[config.mk]
export PLATFORM = sky130hd
export DESIGN_NAME = rasm_mem
export DESIGN_NICKNAME = d
export VERILOG_FILES = /design/src/rasm_pkg.sv /design/src/rasm_mem.sv
export SDC_FILE = /design/constraint.sdc
export NUM_CORES = 2
export LEC_CHECK = 0
export BUFFER_PORTS_ARGS = -buffer_cell sky130_fd_sc_hd__buf_2
export CORE_AREA = 3 3 423 425
export CTS_CLUSTER_SIZE = 25
export DETAILED_ROUTE_END_ITERATION = 8
export DIE_AREA = 0 0 426 428
export MAX_ROUTING_LAYER = met4
export PLACE_DENSITY = 0.68
export SKIP_CTS_REPAIR_TIMING = 1
export SYNTH_ARGS = -nofsm -noshare
export SYNTH_HDL_FRONTEND = slang
export SYNTH_SLANG_ARGS = --single-unit
[constraint.sdc]
create_clock -name clk_i -period 4.42 [get_ports clk_i]
set_clock_uncertainty 0.1 [all_clocks]
set_input_delay 0.884 -clock clk_i [delete_from_list [all_inputs] [get_ports clk_i]]
set_output_delay 0.884 -clock clk_i [all_outputs]
set_load 0.03 [all_outputs]
[src/rasm_pkg.sv]
// Shared types and constants for the read assignment sampler.
// No dependencies; imported by every module of the block.
`timescale 1ns / 1ps
package rasm_pkg;

  localparam int unsigned ID_W    = 10;
  localparam int unsigned FRAC_W  = 16;
  localparam int unsigned WGT_W   = 32;
  localparam int unsigned TOTAL_W = 38;
  localparam int unsigned CNT_W   = 32;
  localparam int unsigned MUL_A_W = 38;
  localparam int unsigned MUL_B_W = 17;
  localparam int unsigned MUL_P_W = MUL_A_W + MUL_B_W;
  localparam int unsigned SCALE_W = TOTAL_W + FRAC_W;

  typedef enum logic [1:0] {
    OP_CLEAR = 2'd0,
    OP_THETA = 2'd1,
    OP_ALIGN = 2'd2,
    OP_READ  = 2'd3
  } op_e;

  typedef enum logic [3:0] {
    S_CLEAR,
    S_IDLE,
    S_THRD,
    S_MUL1,
    S_MUL2,
    S_SCALE,
    S_SCALEW,
    S_SRD,
    S_SACC,
    S_CHOOSE,
    S_CNT
  } state_e;

  // Operand set driven into the shared multiplier
  typedef struct packed {
    logic               en;
    logic [MUL_A_W-1:0] a;
    logic [MUL_B_W-1:0] b;
  } mul_req_t;

endpackage

[src/rasm_mem.sv]
// Simple dual-port memory: one write port, one read port with registered data.
// Depends on rasm_pkg only for house consistency.
`timescale 1ns / 1ps
module rasm_mem #(
  parameter int unsigned DEPTH = 64,
  parameter int unsigned WIDTH = 32,
  localparam int unsigned AW   = (DEPTH > 1) ? $clog2(DEPTH) : 1
) (
  input  logic             clk_i,
  input  logic             we_i,
  input  logic [AW-1:0]    waddr_i,
  input  logic [WIDTH-1:0] wdata_i,
  input  logic             re_i,
  input  logic [AW-1:0]    raddr_i,
  output logic [WIDTH-1:0] rdata_o
);
  import rasm_pkg::*;

  logic [WIDTH-1:0] mem_q [DEPTH];
  logic [WIDTH-1:0] rdata_q;

  // Write port
  always_ff @(posedge clk_i) begin
    if (we_i) begin
      mem_q[waddr_i] <= wdata_i;
    end
  end

  // Registered read port
  always_ff @(posedge clk_i) begin
    if (re_i) begin
      rdata_q <= mem_q[raddr_i];
    end
  end

  assign rdata_o = rdata_q;
endmodule

---- After elaboration in Yosys (flattened, before gate mapping) ----
Memory sizes are Yosys's and may differ from the RTL's. A register that Yosys moved wholly into a read port is not among the register bits.
Index checks and enable logic that the tools add are counted.
word-level totals
  bits in registers ....................... 0
  RAM bits ................................ 2,048
  output and inout port bits .............. 32
  logic and storage cells ................. 3
  memories ................................ 1
memory list
  name   words  bits a word  read ports  clocked after memory_dff  wr ports  RTL line        source
  mem_q  64     32           1           1                         1         rasm_mem.sv:19  logic [WIDTH-1:0] mem_q [DEPTH];
cells by class
  multiplexer cells ....................... 2
operators with widths
  cell              number
  2-to-1 mux 1 bit  2

---- Logic depth before layout (Yosys ltp) ----
  depth in word-level cells ............... 2
  mapped depth ............................ 10

---- Least setup slack after synthesis ----
No wires, ideal clock.
  path kind ............................... input to register
  start ................................... in waddr_i[3]
  end ..................................... mem mem_q[48][0], enable pin
  setup time .............................. 461 ps
  arrival ................................. 3,583 ps
  path slack .............................. 276 ps
  stages .................................. 4
  cell sequence ........................... clkbuf_1 > nor2b_1 > nand4b_1 > nor3_1
RTL lines
  element             RTL line        source
  start: declaration  rasm_mem.sv:11  input logic [AW-1:0] waddr_i,
  end: declaration    rasm_mem.sv:19
Straight into the memory's write port.

==> qor.yml <==
drt:
  wirelength_um: 202000
  wire_per_inst_um: 32.7
  dr.pass1.iters: 5
  drc: 0
  ant_nets: 0
  drt_iter0_drc: 5319
  detailroute.via_count: 37896
  avgViaCountPerCell: 6.14
power_and_ir_drop:
  p_total_mw: 40.4
  cellLeakagePower_nw: 28.0
  power_density_mw_per_mm2: 448
  max-vdd-ir-drop_v: 0.000431
critical_path:
  crit_path_max_fanout: 39
  crit_arrival_ns: 3.91
  required_ns: 4.85
  r2r-start: "mem_q[19][29]"
  startpoint_type: "input pin"
  path_class: "input pin to flip-flop"
  setup.worst_path.end_class: "flip-flop"
  startpoint: "raddr_i[1]"
logic_synthesis:
  synth_enable_flop_cells: 2080
  ys.flop_type: "edfxtp_1"
  syn_area_mm2: 0.0788
  yosysSeqAreaShare_pct: 79.2
  synthTopCellsByArea: "edfxtp_1 79%, mux4_2 16%, mux2i_1 1.2%, o22ai_1 0.67%, nor2_1 0.65%"
  yosys_warnings: 0
  ys_seq_elements: 2080
  yosysUniqueCellTypes: 33
  synthTopCellsByCount: "2080 x edfxtp_1, 544 x mux4_2, 137 x nor2_1"
  synth_top_cell_area_share_pct: 79.2
  synth_top_area_cell: "edfxtp_1"
  synth_cells: 3324
  syn_area_per_cell_um2: 23.7
  synth_most_common_cell: "edfxtp_1"
  synthesis.nets: 3371
  async_flop_share_pct: 0
timing:
  worst_slew_pin_slew_ns: 1.31
  fin_crit_sh_pct: 78.7
  timing.fmax_ghz: 0.288
  rsz0062_at_grt: "false"
  tns_ns: 0
  hold_viol_final: 0
  finalMaxSlewViolations: 0
  min_period_ns: 3.48
  max_slew_margin_pct: 12.6
  setup_violations: 0
clock_tree:
  cts_tree: "built"
  numCtsBuffers: 195
  clk_latency_ns: 0.83
  clkTransAtPathRegs_ns: 0.06
  ctsRootBufferMaster: "clkbuf_16"
  clock-sinks: 2080
  clk_path_buf_depth: 3
  h-tree-depth: 4
run:
  drv_cap: 0
global_route:
  grt_max_degree: 65
  grt_usage_pct: 22.9
  antenna_found_initial: 32
  grt_pass1_wl_um: 287000
  grt_pass1_vias: 37791
  grt_overflow: 0
placement:
  io_buffers: 78
  globalplace.congestion: 0.874
  hpwl_um: 117000
finish:
  fill_cells: 13335
  syn2layout_area_growth_pct: 14.5
  drive_gt1_share_pct: 31.2
  num-nets-final: 3701
floorplan:
  num_rows: 154
  die_h_um: 428
  start_util_pct: 44.9
  ios: 79
  fp.coreArea_mm2: 0.176
  dieWidth_um: 426
  dieArea_mm2: 0.182
hold_path:
  min-delay-start: "wdata_i[23]"
  hold_path.class: "input pin to flip-flop"
outcome:
  status: "completed"
-- metrics by stage --
stage | utilization, % | setup WS (ns) | cells | hold WS, ns | instance area [um^2]
global placement | 47.8 | 0.204 | 5797 | 0.720 | 84000
global route | 51.3 | 0.932 | 6165 | 0.437 | 90200
detailed placement | 47.8 | 0.213 | 5797 | 0.737 | 84000
CTS | 51.3 | 1.11 | 6148 | 0.391 | 90200
finish | 51.4 | 0.943 | 6172 | 0.444 | 90200
floorplan | - | 0.276 | 3324 | 0.650 | 78800
-- path summary, 6_finish.rpt --
kind	cells past startpoint	endpoint	slack, ns
worst min-delay path	1	mem_q[8][23]	0.44
worst min register to register	4	rdata_o[20]	0.76
worst max register to register	4	rdata_o[29]	1.66
worst max-delay path	7	rdata_o[29]	0.94
-- state kept, by name (all words and copies together), names as in the netlist --
name     cells
rdata_o     32
mem_q     2048
-- routing by layer --
metal	GRT usage, %	vias up	share of wire (%)
li1	-	14977	-
met2	34.0	2115	47
met3	4.28	315	10
met4	8.69	0	4.1
met5	-	-	0
met1	31.9	20489	39
-- layout by cell type, fill, tap and decap left out, types with 3 or more instances in the layout --
cell type and n:
buf_12 36, nand2b_1 7, nor3_1 5, a41o_1 4, nor2_1 75, a311oi_1 8, edfxtp_1 2080, o32ai_1 4
buf_2 74, or3b_2 3, mux2i_1 93, buf_8 3, clkbuf_1 44, clkinvlp_4 5, diode_2 24, and3_1 4
mux4_2 544, clkinv_8 3, clkinv_2 27, nor2b_1 15, bufinv_16 16, a22oi_1 12, or3_1 3, nand3_1 5
nand2_1 26, o221ai_1 27, inv_6 4, clkbuf_16 201, clkinv_1 48, nand3b_1 5, o22ai_1 84, a21oi_1 62
nor2_4 62, buf_4 201
-- cells by family after synthesis --
| group | Yosys count | share of synthesized area, % |
|---|---|---|
| AND/OR/NAND/NOR | 223 | 1.26 |
| flip-flops | 2080 | 79.2 |
| buffers and inverters | 182 | 1.12 |
| AO/OA/AOI/OAI | 202 | 1.67 |
| multiplexers | 637 | 16.7 |
-- critical path: stages --
cell and delay [ns]:
buf_8 0.42, buf_12 0.30, buf_4 0.31, mux4_2 0.35, mux4_2 0.51, o22ai_1 0.88
nor2_1 0.10
-- layout make-up --
cell class                      instances  area (um^2)  share of cell area, %
Timing Repair Buffer                  315         2660                   2.94
Multi-Input combinational cell       1062        16000                   17.7
Antenna cell                           24         60.1                 0.0666
Tap cell                             2340         2930                   3.24
Sequential cell                      2080        62500                   69.2
Clock buffer                          245         5190                   5.76
Clock inverter                        106          976                   1.08
-- power by group --
group / internal, mW / switching, mW / leakage (nW)
combinational: 0.793 / 1.40 / 6.31
sequential: 21.9 / 0.0613 / 18.7
clock: 9.23 / 7.06 / 3.00
total: 31.9 / 8.53 / 28.0
Note: power is estimated with default switching activity, not from simulation.
