===== config.mk =====
export PLATFORM = sky130hd
export DESIGN_NAME = rasm_mul
export DESIGN_NICKNAME = d
export VERILOG_FILES = /design/src/rasm_pkg.sv /design/src/rasm_mul.sv
export SDC_FILE = /design/constraint.sdc
export NUM_CORES = 2
export LEC_CHECK = 0
export ABC_CLOCK_PERIOD_IN_PS = 18500
export BUFFER_PORTS_ARGS = -buffer_cell sky130_fd_sc_hd__buf_2
export CAP_MARGIN = 5
export CORE_MARGIN = 2
export CORE_UTILIZATION = 53
export DETAILED_ROUTE_END_ITERATION = 6
export PLACE_DENSITY = 0.76
export SLEW_MARGIN = 20
export SYNTH_ARGS = -nofsm -noshare
export SYNTH_HDL_FRONTEND = slang
export SYNTH_SLANG_ARGS = --single-unit

===== constraint.sdc =====
create_clock -name clk_i -period 18.5 [get_ports clk_i]
set_clock_uncertainty 0.15 [all_clocks]
set_input_delay 0 -clock clk_i [delete_from_list [all_inputs] [get_ports clk_i]]
set_output_delay 0 -clock clk_i [all_outputs]
set_load 0.05 [all_outputs]

===== src/rasm_pkg.sv =====
// Shared types and constants for the read assignment sampler.
// No dependencies; imported by every module of the block.
`timescale 1ns / 1ps
package rasm_pkg;

  localparam int unsigned ID_W    = 10;
  localparam int unsigned FRAC_W  = 16;
  localparam int unsigned WGT_W   = 32;
  localparam int unsigned TOTAL_W = 38;
  localparam int unsigned CNT_W   = 32;
  localparam int unsigned MUL_A_W = 38;
  localparam int unsigned MUL_B_W = 17;
  localparam int unsigned MUL_P_W = MUL_A_W + MUL_B_W;
  localparam int unsigned SCALE_W = TOTAL_W + FRAC_W;

  typedef enum logic [1:0] {
    OP_CLEAR = 2'd0,
    OP_THETA = 2'd1,
    OP_ALIGN = 2'd2,
    OP_READ  = 2'd3
  } op_e;

  typedef enum logic [3:0] {
    S_CLEAR,
    S_IDLE,
    S_THRD,
    S_MUL1,
    S_MUL2,
    S_SCALE,
    S_SCALEW,
    S_SRD,
    S_SACC,
    S_CHOOSE,
    S_CNT
  } state_e;

  // Operand set driven into the shared multiplier
  typedef struct packed {
    logic               en;
    logic [MUL_A_W-1:0] a;
    logic [MUL_B_W-1:0] b;
  } mul_req_t;

endpackage


===== src/rasm_mul.sv =====
// Shared registered multiplier used for weights and draw scaling.
// Depends on rasm_pkg.
`timescale 1ns / 1ps
module rasm_mul (
  input  logic                      clk_i,
  input  rasm_pkg::mul_req_t        req_i,
  output logic [rasm_pkg::MUL_P_W-1:0] p_o
);
  import rasm_pkg::*;

  logic [MUL_P_W-1:0] p_q;

  // Capture the product only when a new operand pair is issued
  always_ff @(posedge clk_i) begin
    if (req_i.en) begin
      p_q <= MUL_P_W'(req_i.a) * MUL_P_W'(req_i.b);
    end
  end

  assign p_o = p_q;
endmodule


# ---- Yosys cells after proc, flatten, opt, wreduce, memory -nomap -nowiden
# Index checks and enable logic that the tools add are counted.
# W data, S select, Z words.
dict set report classes {
  n_mul 1
}
# op n
set op_table {}
lappend op_table {{$mul A38 B17 Y55} 1}
dict set report totals {
  regBits 55
  in_bits 57
  output_inout_bits 55
  elab_cells 2
}

# ---- Depth between registers and ports, before layout
dict set report logic_depth {
  ltp_word 1
  ltp_mapped 25
  ltp_nobuf 23
}

# ---- Worst setup path before layout
# OpenSTA, ideal clock, no wires.
dict set report synth_path {
  path_kind {input to register}
  from {input req_i[2] (netlist bit)}
  to {register p_q[51] (netlist: p_o[51]), data pin}
  setup_time_ps 258
  t_arrival_ps 5734
  path_slack_ps 12359
  cell_stages 22
  cell_sequence {clkbuf_1 > clkbuf_1 > nand2_1 > fa_1 > fa_1 > fa_1 > fa_1 > inv_1 > fa_1 > inv_1 > fa_1 > inv_1 > ha_1 > a21o_1 > a221o_1 > a21oi_2 > a21oi_2 > o21ai_1 > a21oi_2 > a221oi_2 > o211ai_2 > xnor2_1}
}
dict set report synth_between {
  elab_chain_cells 1
}
# element line_no
set synth_lines {}
lappend synth_lines {{start, declared} rasm_mul.sv:6} ;# input rasm_pkg::mul_req_t req_i,
lappend synth_lines {{$mul A38 B17 Y55} rasm_mul.sv:16} ;# p_q <= MUL_P_W'(req_i.a) * MUL_P_W'(req_i.b);
lappend synth_lines {{end signal, assigned} rasm_mul.sv:16}
lappend synth_lines {{end, declared} rasm_mul.sv:11} ;# logic [MUL_P_W-1:0] p_q;
# No other way between the ends.
# A chain may end at the register's enable or synchronous reset.

# ---- Final worst setup path
dict set report layout_path {
  from {input req_i[3] (netlist bit)}
  to {register p_q[48] (netlist: p_o[48]), data pin}
}
# Same word-level chain as after synthesis.

==> flow_summary_export.csv <==
group,metric,value,unit
hold_path,holdCritPathClass,"input port to flop",
drt,wirelength,56900,µm
clocking,clk_pin_slew,0.08,ns
timing,hold_viol,0,
yosys,yosysUniqueCellTypes,47,
worst_setup_path,path_class,"input port to flop",
cells_and_area,regArea,1650,µm²
yosys,ys_seq_area_share,7.50,%
global_routing,overflow,0,
worst_setup_path,critPathCapture,"p_o[48]$_DFFE_PP_",
worst_setup_path,arrival,6.97,ns
worst_setup_path,critPathCaptureType,"flop",
cells_and_area,largest_register_ffs,55,
drt,dr.pass1.iters,7,
worst_setup_path,worstPathCellList,"buf_2 -> nand2_1 -> fa_1 -> fa_1 -> fa_1 -> fa_1 -> inv_1 -> fa_1 -> inv_1 -> fa_1 -> inv_1 -> ha_1 -> and3_1 -> nand2_1 -> a21oi_1 -> o211ai_1 -> o31ai_1 -> a221o_1 -> a21oi_1 -> o21bai_1 -> xor2_1",
cells_and_area,multi_input_area,17400,µm²
clocking,clock_path_buffers,2,
timing,rsz0062_at_grt,"false",
drt,drcViolationCount,0,
yosys,synth_most_common_cell,"inv_1",
drt,num_vias,16700,
die,num_rows,74,
global_routing,grt_start_max_net_pins,56,
yosys,synth_edf_count,55,
die,initial_core_util,53.8,%
yosys,synthCells,2492,
clocking,cts_hold_buf,0,
timing,slew_headroom,34.0,%
die,dieHeight,208,µm
timing,period_needed,7.03,ns
cells_and_area,fillers,3587,
worst_setup_path,cp_slowest_cell,"o31ai_1",
worst_setup_path,max_stage_delay,0.74,ns
die,die_area,43200,µm²
worst_setup_path,critPathMaxFanout,38,
clocking,htreeDepth,2,
yosys,synth_area,22000,µm²
worst_setup_path,crit_path_start,"req_i[3]",
job,cap_violations,0,
timing,slew_viol_final,0,
yosys,syn_area_per_cell,8.83,µm²
worst_setup_path,startpoint_type,"input port",
yosys,yosys-top-cells-count,"661 x inv_1, 539 x fa_1, 494 x nand2_1",
clocking,cts-root-buf,"clkbuf_16",
timing,fin_crit_sh,38.0,%
global_routing,grt_pass1_wl,94600,µm
drt,first_iter_violations,1137,
yosys,syn_nets,3217,
drt,wl_per_cell,18.8,µm
hold_path,min_from,"req_i[17]",
worst_setup_path,cp.depth,21,
yosys,ys_top_cells_by_area,"fa_1 49%, inv_1 11%, nand2_1 8.4%",
cells_and_area,syn_to_final_growth,4.42,%
global_routing,antenna_found_initial,3,
run_status,status,"completed",
cells_and_area,drive_above_1_share,5.26,%
timing,setup_viol,0,
clocking,cts-resized-gates,0,
placement,portBuffers,111,
clocking,clock-sinks,55,
yosys,synth_warnings,0,
cells_and_area,layout.nets,3213,
timing,worst_slew_pin_slew,0.989,ns
yosys,synth_top_area_share,49.0,%
yosys,synth.largest_area_cell,"fa_1",
global_routing,grt.total_usage,27.8,%
timing,setup_tns,0,ns
global_routing,grt_pass1_vias,18600,
worst_setup_path,crit_required,18.44,ns
yosys,async_flop_share,0,%
worst_setup_path,critPathBufInv,4,
die,die_w,208,µm
die,core_area,40900,µm²
die,io_pins,112,
worst_setup_path,path_common_cell,"fa_1",
drt,antenna_left,0,
placement,gp_congestion,0.929,
placement,dp_hpwl,44500,µm
yosys,ys.flop_type,"edfxtp_1",
drt,viasPerCell,5.52,
yosys,yosys_register_bits,55,
timing,fmaxAchievable,142,MHz
worst_setup_path,path_delay_family,"adder cells",
clocking,post-cts-setup-buffers,0,
clocking,cts_made_buffers,5,
clocking,cts_tree,"yes",
## stage by stage
step	std cells	setup slack (ns)	hold WS (ns)	area (µm²)	utilization (%)
2_1_floorplan	2492	12.36	-0.0375	22000	-
3_3_place_gp	3013	11.47	0.389	22800	55.7
3_5_place_dp	3013	11.35	0.389	22800	55.7
4_1_cts	3021	11.69	0.0546	23000	56.1
5_1_grt	3022	11.26	0.0880	23000	56.2
6_report	3024	11.47	0.0672	23000	56.2
## layer usage
metal	track usage, %	vias to the layer above	wire length [µm]	share of wire (%)
met4	13.5	4	2950	5.2
met2	47.5	814	28100	49
met5	0	-	17	0.030
li1	-	7165	-	-
met1	33.0	8501	20400	36
met3	6.75	214	5490	9.6
## how the worst min path moves through the flow
| stage | to | slack, ns | depth (start not counted) |
|---|---|---|---|
| final | p_o[0]$_DFFE_PP_ | 0.07 | 2 |
| after global routing | p_o[0]$_DFFE_PP_ | 0.09 | 2 |
| after CTS | p_o[0]$_DFFE_PP_ | 0.05 | 2 |
| after detailed placement | p_o[22] | 0.39 | 1 |
| after global placement | p_o[22] | 0.39 | 1 |
| after floorplan | p_o[0]$_DFFE_PP_ | -0.04 | 0 |
## cell usage in the layout, fill, tap and decap left out, drive strengths merged, types with 2 or more instances in the layout
cell	Yosys	routed
a211oi	3	3
a21boi	2	2
a21o	23	23
a21oi	62	62
a221o	3	3
a221oi	2	2
a2bb2oi	2	2
a31oi	7	7
and2	195	195
and3	5	5
and4	2	2
buf	4	113
bufinv	0	2
clkbuf	120	5
diode	0	3
edfxtp	55	55
fa	539	539
ha	129	129
inv	661	662
nand2	494	494
nand2b	7	7
nand3	10	10
nand4	11	11
nor2	24	24
nor2b	5	5
nor3	5	5
o211ai	11	11
o21a	5	5
o21ai	32	32
o21bai	9	9
o31ai	3	3
xnor2	31	31
xor2	21	21
## cell type report
class	count	area share [%]
diodes	3	0.0327
inverters	661	10.8
flip-flops and latches	55	7.19
repair buffers	113	2.48
clock inverters	3	0.310
multi-input cells	1652	75.8
well taps	532	2.90
clock buffers	5	0.544
## cell families after synthesis
group,count (synthesis),synth area share (%)
buffers and inverters,785,13.4
and+or+nand+nor,761,15.7
adders and majority gates,668,56.4
AOI/OAI and AO/OA,171,4.97
DFF,55,7.50
xor gates and xnor gates,52,2.07
Power is not shown: default switching activity piles up to over one toggle a cycle in this logic, so the estimate is an artifact.
